==> config.mk <==
export PLATFORM = sky130hd
export DESIGN_NAME = record_framer_masked_crc32c
export DESIGN_NICKNAME = d
export VERILOG_FILES = /design/src/rtl/core/rfm_pkg.sv /design/src/rtl/core/rfm_front.sv /design/src/rtl/core/rfm_queue.sv /design/src/rtl/core/rfm_back.sv /design/src/rtl/core/record_framer_masked_crc32c.sv
export VERILOG_INCLUDE_DIRS = /design/src /design/src/rtl/core
export SDC_FILE = /design/constraint.sdc
export NUM_CORES = 1
export LEC_CHECK = 0
export BUFFER_PORTS_ARGS = -buffer_cell sky130_fd_sc_hd__buf_2
export CORE_MARGIN = 2
export CORE_UTILIZATION = 60
export CTS_CLUSTER_DIAMETER = 50
export DETAILED_ROUTE_END_ITERATION = 12
export HOLD_SLACK_MARGIN = 0.03
export PLACE_DENSITY = 0.77
export SLEW_MARGIN = 0
export SYNTH_ARGS = -nofsm -noshare
export SYNTH_HDL_FRONTEND = slang
export SYNTH_SLANG_ARGS = --single-unit
export TNS_END_PERCENT = 10
==> constraint.sdc <==
create_clock -name clk -period 5.9 [get_ports clk]
set_input_delay 0.885 -clock clk [delete_from_list [all_inputs] [get_ports clk]]
set_output_delay 0.885 -clock clk [all_outputs]
set_load 0.005 [all_outputs]
==> src/rtl/core/record_framer_masked_crc32c_macros.svh <==
// Assertion helpers shared by the framer RTL.
// Each macro expects clk and rst_n in scope.
`ifndef RECORD_FRAMER_MASKED_CRC32C_MACROS_SVH
`define RECORD_FRAMER_MASKED_CRC32C_MACROS_SVH

// same-cycle implication
`define RFM_ASSERT_IMP(label, ante, cons, msg) \
    label: assert property (@(posedge clk) disable iff (!rst_n) (ante) |-> (cons)) \
        else $error(msg);

// next-cycle implication
`define RFM_ASSERT_NXT(label, ante, cons, msg) \
    label: assert property (@(posedge clk) disable iff (!rst_n) (ante) |=> (cons)) \
        else $error(msg);

`endif

==> src/rtl/core/rfm_pkg.sv <==
// ----------------------------------------------------------------------------
// rfm_pkg
// Types, constants and CRC32C helpers for the masked-CRC record framer.
// ----------------------------------------------------------------------------
package rfm_pkg;

    localparam int LENGTH_BITS = 32;
    localparam int LEN_W       = (LENGTH_BITS < 32) ? LENGTH_BITS : 32;

    localparam logic [31:0] CRC_POLY   = 32'h82F6_3B78;
    localparam logic [31:0] CRC_ONES   = 32'hFFFF_FFFF;
    localparam logic [31:0] MASK_DELTA = 32'hA282_EAD8;

    localparam int QDEPTH = 4;
    localparam int QPTR_W = $clog2(QDEPTH);
    localparam int QCNT_W = $clog2(QDEPTH + 1);

    // job kinds passed from front to back
    localparam logic [1:0] JOB_HDR  = 2'd0;
    localparam logic [1:0] JOB_DATA = 2'd1;
    localparam logic [1:0] JOB_ERR  = 2'd2;

    // input actions
    localparam logic ACT_BEGIN = 1'b0;
    localparam logic ACT_DATA  = 1'b1;

    typedef struct packed {
        logic        action;
        logic [31:0] record_length;
        logic [7:0]  data_byte;
    } item_t;

    typedef struct packed {
        logic [7:0] out_byte;
        logic       record_end;
        logic       run_last;
        logic       error;
    } result_t;

    // value: length for header jobs, payload byte in [7:0] for data jobs
    // crc:   raw CRC register for the trailer; last: trailer follows
    typedef struct packed {
        logic [1:0]  kind;
        logic [31:0] value;
        logic [31:0] crc;
        logic        last;
    } job_t;

    function automatic logic [31:0] crc_byte(input logic [31:0] crc, input logic [7:0] b);
        logic [31:0] c;
        c = crc ^ {24'd0, b};
        for (int k = 0; k < 8; k++) begin
            c = c[0] ? ((c >> 1) ^ CRC_POLY) : (c >> 1);
        end
        return c;
    endfunction

    // invert, rotate right by 15, add delta
    function automatic logic [31:0] mask_crc(input logic [31:0] crc);
        logic [31:0] c;
        c = crc ^ CRC_ONES;
        return {c[14:0], c[31:15]} + MASK_DELTA;
    endfunction

    function automatic logic [7:0] pick_byte(input logic [31:0] w, input logic [1:0] idx);
        return 8'(w >> {idx, 3'b000});
    endfunction

endpackage

==> src/rtl/core/rfm_front.sv <==
// ----------------------------------------------------------------------------
// rfm_front
// Accepts items, tracks the open record and data CRC, and queues jobs.
// ----------------------------------------------------------------------------
module rfm_front (
    input  logic               clk,
    input  logic               rst_n,
    input  logic               cmd_valid,
    input  rfm_pkg::item_t     cmd,
    input  logic               full,
    output logic               push,
    output rfm_pkg::job_t      job
);

    logic [31:0]               crc_reg, crc_next;
    logic [rfm_pkg::LEN_W-1:0] remaining_reg, remaining_next;
    logic                      open_reg, open_next;

    logic [31:0]               len_ext;
    logic [31:0]               data_crc;
    logic                      rem_one;

    assign push     = cmd_valid && !full;
    assign len_ext  = 32'(cmd.record_length[rfm_pkg::LEN_W-1:0]);
    assign data_crc = rfm_pkg::crc_byte(crc_reg, cmd.data_byte);
    assign rem_one  = (remaining_reg == {{(rfm_pkg::LEN_W-1){1'b0}}, 1'b1});

    always_comb begin
        crc_next       = crc_reg;
        remaining_next = remaining_reg;
        open_next      = open_reg;
        job            = '0;
        if (cmd.action == rfm_pkg::ACT_BEGIN) begin
            job.kind       = rfm_pkg::JOB_HDR;
            job.value      = len_ext;
            job.crc        = rfm_pkg::CRC_ONES;
            job.last       = (len_ext == 32'd0);
            crc_next       = rfm_pkg::CRC_ONES;
            remaining_next = cmd.record_length[rfm_pkg::LEN_W-1:0];
            open_next      = (len_ext != 32'd0);
        end else if (!open_reg) begin
            job.kind = rfm_pkg::JOB_ERR;
        end else begin
            job.kind       = rfm_pkg::JOB_DATA;
            job.value      = {24'd0, cmd.data_byte};
            job.crc        = data_crc;
            job.last       = rem_one;
            remaining_next = remaining_reg - 1'b1;
            crc_next       = rem_one ? rfm_pkg::CRC_ONES : data_crc;
            open_next      = !rem_one;
        end
    end

    always_ff @(posedge clk or negedge rst_n) begin
        if (!rst_n) begin
            crc_reg       <= rfm_pkg::CRC_ONES;
            remaining_reg <= '0;
            open_reg      <= 1'b0;
        end else if (push) begin
            crc_reg       <= crc_next;
            remaining_reg <= remaining_next;
            open_reg      <= open_next;
        end
    end

endmodule

==> src/rtl/core/rfm_queue.sv <==
// ----------------------------------------------------------------------------
// rfm_queue
// Small job FIFO between the front and the back.
// ----------------------------------------------------------------------------
`include "record_framer_masked_crc32c_macros.svh"

module rfm_queue (
    input  logic           clk,
    input  logic           rst_n,
    input  logic           push,
    input  rfm_pkg::job_t  push_job,
    input  logic           pop,
    output logic           full,
    output logic           head_valid,
    output rfm_pkg::job_t  head
);

    rfm_pkg::job_t               mem [rfm_pkg::QDEPTH];
    logic [rfm_pkg::QPTR_W-1:0] wr_ptr_reg, rd_ptr_reg;
    logic [rfm_pkg::QCNT_W-1:0] count_reg;

    assign full       = (count_reg == rfm_pkg::QCNT_W'(rfm_pkg::QDEPTH));
    assign head_valid = (count_reg != '0);
    assign head       = mem[rd_ptr_reg];

    always_ff @(posedge clk) begin
        if (push) begin
            mem[wr_ptr_reg] <= push_job;
        end
    end

    always_ff @(posedge clk or negedge rst_n) begin
        if (!rst_n) begin
            wr_ptr_reg <= '0;
            rd_ptr_reg <= '0;
            count_reg  <= '0;
        end else begin
            if (push) begin
                wr_ptr_reg <= wr_ptr_reg + 1'b1;
            end
            if (pop) begin
                rd_ptr_reg <= rd_ptr_reg + 1'b1;
            end
            if (push && !pop) begin
                count_reg <= count_reg + 1'b1;
            end else if (pop && !push) begin
                count_reg <= count_reg - 1'b1;
            end
        end
    end

    `RFM_ASSERT_IMP(a_q_bound, 1'b1, count_reg <= rfm_pkg::QCNT_W'(rfm_pkg::QDEPTH), "queue overfilled")
    `RFM_ASSERT_IMP(a_q_pop_nonempty, pop, head_valid, "pop from empty queue")

endmodule

==> src/rtl/core/rfm_back.sv <==
// ----------------------------------------------------------------------------
// rfm_back
// Serializes queued jobs into framed bytes behind an output register.
// ----------------------------------------------------------------------------
`include "record_framer_masked_crc32c_macros.svh"

module rfm_back (
    input  logic              clk,
    input  logic              rst_n,
    input  logic              head_valid,
    input  rfm_pkg::job_t     head,
    output logic              pop,
    output logic              res_valid,
    input  logic              res_stall,
    output rfm_pkg::result_t  res
);

    logic [3:0]       step_reg, step_next;
    logic [31:0]      hcrc_reg, hcrc_next, hcrc_base;
    logic             res_valid_reg;
    rfm_pkg::result_t res_reg, res_next;

    logic             fire;
    logic             job_done;
    logic [31:0]      hdr_mask, trl_mask;
    logic [3:0]       data_idx;

    assign fire      = head_valid && (!res_valid_reg || !res_stall);
    assign pop       = fire && job_done;
    assign hdr_mask  = rfm_pkg::mask_crc(hcrc_reg);
    assign trl_mask  = rfm_pkg::mask_crc(head.crc);
    assign data_idx  = step_reg - 4'd1;
    assign hcrc_base = (step_reg == 4'd0) ? rfm_pkg::CRC_ONES : hcrc_reg;

    always_comb begin
        res_next  = '0;
        job_done  = 1'b1;
        hcrc_next = hcrc_reg;
        unique case (head.kind)
            rfm_pkg::JOB_HDR: begin
                if (!step_reg[3]) begin
                    // length bytes 4..7 are always zero
                    res_next.out_byte = step_reg[2] ? 8'd0
                                      : rfm_pkg::pick_byte(head.value, step_reg[1:0]);
                    hcrc_next = rfm_pkg::crc_byte(hcrc_base, res_next.out_byte);
                    job_done  = 1'b0;
                end else if (step_reg < 4'd12) begin
                    res_next.out_byte = rfm_pkg::pick_byte(hdr_mask, step_reg[1:0]);
                    job_done = (step_reg == 4'd11) && !head.last;
                end else begin
                    // zero-length record: empty payload trailer
                    res_next.out_byte   = rfm_pkg::pick_byte(trl_mask, step_reg[1:0]);
                    res_next.record_end = (step_reg == 4'd15);
                    job_done            = (step_reg == 4'd15);
                end
            end
            rfm_pkg::JOB_DATA: begin
                if (step_reg == 4'd0) begin
                    res_next.out_byte = head.value[7:0];
                    job_done          = !head.last;
                end else begin
                    res_next.out_byte   = rfm_pkg::pick_byte(trl_mask, data_idx[1:0]);
                    res_next.record_end = (step_reg == 4'd4);
                    job_done            = (step_reg == 4'd4);
                end
            end
            rfm_pkg::JOB_ERR: begin
                res_next.error = 1'b1;
            end
            default: begin
                job_done = 1'b1;
            end
        endcase
        res_next.run_last = job_done;
    end

    always_comb begin
        step_next = step_reg;
        if (fire) begin
            step_next = job_done ? 4'd0 : step_reg + 4'd1;
        end
    end

    always_ff @(posedge clk) begin
        if (fire) begin
            res_reg  <= res_next;
            hcrc_reg <= hcrc_next;
        end
    end

    always_ff @(posedge clk or negedge rst_n) begin
        if (!rst_n) begin
            step_reg      <= 4'd0;
            res_valid_reg <= 1'b0;
        end else begin
            step_reg <= step_next;
            if (fire) begin
                res_valid_reg <= 1'b1;
            end else if (!res_stall) begin
                res_valid_reg <= 1'b0;
            end
        end
    end

    assign res_valid = res_valid_reg;
    assign res       = res_reg;

    `RFM_ASSERT_IMP(a_err_single, res_valid_reg && res_reg.error, res_reg.run_last && (res_reg.out_byte == 8'd0), "error item not a lone zero byte")
    `RFM_ASSERT_IMP(a_end_last, res_valid_reg && res_reg.record_end, res_reg.run_last, "record end before last byte of item")
    `RFM_ASSERT_IMP(a_job_held, step_reg != 4'd0, head_valid, "job left queue mid-run")

endmodule

==> src/rtl/core/record_framer_masked_crc32c.sv <==
// An accepted item's first result passes through the queue write and then the output register before it is valid.
// Throughput: 1 payload byte per cycle while res_stall is low; a record-closing byte adds 4 trailer bytes.
// A begin item yields 12 bytes from the output serializer, 16 for a zero-length record.
// The 4-deep job queue lets the input keep taking items while the serializer is busy.
// Reset (rst_n, async, active low) clears the record state, CRC and queue at once.
// ----------------------------------------------------------------------------
// record_framer_masked_crc32c
// Frames payload bytes into length-prefixed records with masked CRC32C.
// ----------------------------------------------------------------------------
module record_framer_masked_crc32c (
    input  logic              clk,
    input  logic              rst_n,
    input  logic              cmd_valid,
    output logic              cmd_stall,
    input  rfm_pkg::item_t    cmd,
    output logic              res_valid,
    input  logic              res_stall,
    output rfm_pkg::result_t  res
);

    logic          push;
    logic          pop;
    logic          full;
    logic          head_valid;
    rfm_pkg::job_t push_job;
    rfm_pkg::job_t head;

    assign cmd_stall = full;

    rfm_front u_front (
        .clk       (clk),
        .rst_n     (rst_n),
        .cmd_valid (cmd_valid),
        .cmd       (cmd),
        .full      (full),
        .push      (push),
        .job       (push_job)
    );

    rfm_queue u_queue (
        .clk        (clk),
        .rst_n      (rst_n),
        .push       (push),
        .push_job   (push_job),
        .pop        (pop),
        .full       (full),
        .head_valid (head_valid),
        .head       (head)
    );

    rfm_back u_back (
        .clk        (clk),
        .rst_n      (rst_n),
        .head_valid (head_valid),
        .head       (head),
        .pop        (pop),
        .res_valid  (res_valid),
        .res_stall  (res_stall),
        .res        (res)
    );

endmodule
==> flow_summary_export.csv <==
group,metric,value,unit
global_routing,antenna_found_initial,0,
critical_path,crit_path_max_fanout,40,
critical_path,criticalPathCategory,"reg -> reg",
yosys,netlist_area,0.0202,mm2
floorplanning,row_count,67,
critical_path,reg2reg_slack,1.64,ns
placed_design,gp_congestion,0.919,
timing,skew,0.0208,ns
drt,vias_per_cell,6.46,
floorplanning,die_h,188,um
drt,wl_per_cell,24.1,um
drt,first_pass_iters,7,
drt,detail_route.iter0.violations,1409,
clocking,hold_buffers,0,
finish,nNetsFinal,1670,
finish,final_cell_mix,"edfxtp_1 (311), nand2_1 (143), xnor2_1 (122)",
finish,top_register,"u_queue.mem",
critical_path,cpMostUsedCell,"xnor3_1",
clocking,cts_sinks,388,
clocking,cts-root-buf,"clkbuf_16",
yosys,synthCells,1580,
timing,slew_headroom,0.172,
critical_path,cp-start-kind,"flip-flop",
yosys,syn_area_per_cell,12.8,um2
drt,drc_errors,0,
critical_path,cp_top_family,"XOR/XNOR gates",
outcome,run_status,"completed",
drt,drt-total-wl,50400,um
global_routing,groute.usage.overall,0.291,
floorplanning,ios,58,
critical_path,slowest_stage,"dfrtp_4",
clocking,cts_setup_buffers,0,
finish,drive_gt1_frac,0.168,
yosys,synthArstFlopShare,0.198,
global_routing,grt_max_degree,93,
finish,final_cell_area,0.0222,mm2
placed_design,placed_area,0.0208,mm2
timing,min_period,4.26,ns
placed_design,dpl.hpwl,34000,um
timing,worst_pin_slew,1.24,ns
timing,final.period_utilization,0.721,
critical_path,critPathCaptureType,"flip-flop",
clocking,cts_max_path_buffers,3,
global_routing,grt_pass1_vias,13014,
critical_path,path_cells,"buf_4 -> nand2b_1 -> o31ai_1 -> o41ai_2 -> xnor2_2 -> xor2_1 -> xnor2_4 -> xnor3_1 -> xnor3_1",
yosys,synth-edff-count,311,
timing,fmax,0.235,GHz
yosys,synth_seq_area_share,0.560,
timing,setup_violations,0,
flow_run,maxCapViolCount,0,
timing,setup_ws,1.64,ns
yosys,yosysUniqueCellTypes,89,
clocking,cts_tree,"done",
yosys,ys_warn_count,0,
global_routing,grt_first_pass_wirelength,78100,um
floorplanning,start_util,0.606,
clocking,cts_resized,0,
critical_path,cp.required,6.20,ns
placed_design,port_buffers,57,
timing,grt_setup_unrepaired,"no",
floorplanning,fp.coreArea,0.0334,mm2
critical_path,critPathBufInv,1,
floorplanning,die_w,188,um
finish,final_common_cell,"edfxtp_1",
drt,vias,13527,
timing,slew_violations,0,
yosys,ys.flop_type,"edfxtp_1",
clocking,clk_latency,0.58,ns
finish,largest_reg_flops,268,
timing,finalHoldViolCount,0,
yosys,ys_seq_elements,388,
global_routing,overflow,0,
clocking,numCtsBuffers,42,
timing,fin_setup_tns,0,ns
placed_design,post-place-ws,1.66,ns
drt,ant_nets,0,
clocking,htreeDepth,2,
yosys,synth_fp_nets,1637,
critical_path,max_stage_delay,0.94,ns
finish,antenna_cells,0,
clocking,clk_pin_slew,0.06,ns
critical_path,cp.arrival,4.56,ns
finish,syn_to_final_growth,9.71,%
worst_hold_path,worstHoldPathType,"in -> async",
floorplanning,fp.dieArea,0.0352,mm2
-- layer usage --
layer | global-route usage | share of wire | vias up
li1 | - | - | 6061
met1 | 0.423 | 0.43 | 6710
met2 | 0.460 | 0.47 | 658
met3 | 0.0421 | 0.074 | 98
met4 | 0.0930 | 0.028 | 0
met5 | 0 | 0 | -
-- area by class of cell --
class,count,area [um2]
clock inverter,22,209
fill,2451,11200
timing repair buffer,71,405
clock buffer,56,1160
inverter,18,67.6
multi-input combinational,1092,8450
tap,448,561
sequential,388,11300
-- final timing paths --
check,start,to,cells past startpoint
worst min register to register,u_back.res_valid,u_back.res_valid,2
min in group clk,u_back.res_valid,u_back.res_valid,2
worst max register to register,u_queue.rd_ptr_reg[0],u_back.hcrc_reg[3],9
worst max-delay path,u_queue.rd_ptr_reg[0],u_back.hcrc_reg[3],9
max in group asynchronous,rst_n,u_queue.rd_ptr_reg[1],2
worst min-delay path,rst_n,u_front.crc_reg[28],1
-- per-stage QoR --
step	utilization	hold WS [ns]	instances
after global routing	0.664	0.447	2095
after floorplan	-	0.456	1580
after detailed placement	0.623	0.482	2017
after global placement	0.623	0.472	2017
after CTS	0.664	0.419	2095
final	0.664	0.420	2095
-- Yosys cell counts, types with 8 or more instances --
| master | instances | area, um2 |
|---|---|---|
| buf_2 | 9 | 45.0 |
| nand4_1 | 8 | 50.1 |
| o21ai_1 | 9 | 45.0 |
| o211ai_1 | 11 | 82.6 |
| nand2b_1 | 15 | 93.8 |
| xor2_1 | 59 | 517 |
| nor3b_1 | 11 | 82.6 |
| xnor2_2 | 9 | 146 |
| a21oi_1 | 66 | 330 |
| xnor2_1 | 122 | 1070 |
| nand3_1 | 36 | 180 |
| clkbuf_1 | 52 | 195 |
| inv_1 | 17 | 63.8 |
| dfstp_2 | 32 | 841 |
| xnor3_1 | 10 | 225 |
| nor2b_1 | 39 | 244 |
| and3_1 | 9 | 56.3 |
| mux4_2 | 62 | 1400 |
| mux2i_1 | 32 | 320 |
| and2_1 | 14 | 87.6 |
| nand2_1 | 143 | 537 |
| o22a_1 | 26 | 228 |
| a22o_1 | 13 | 114 |
| nor4_1 | 20 | 125 |
| buf_6 | 8 | 90.1 |
| dfrtp_1 | 45 | 1130 |
| mux2_2 | 9 | 101 |
| nor3_1 | 26 | 130 |
| o22ai_1 | 36 | 225 |
| edfxtp_1 | 311 | 9340 |
| o21ai_0 | 64 | 320 |
| ha_1 | 11 | 138 |
| or3_1 | 14 | 87.6 |
| nor2_1 | 107 | 402 |
-- cells by family after synthesis --
logic type                 synth area share
AOI/OAI and AO/OA                     0.105
xor gates and xnor gates              0.104
DFF                                   0.560
muxes                                0.0913
buffers and inverters                0.0236
and+or+nand+nor                       0.109
adders and majority gates           0.00780
Power is not shown: default switching activity piles up to over one toggle a cycle in this logic, so the estimate is an artifact.
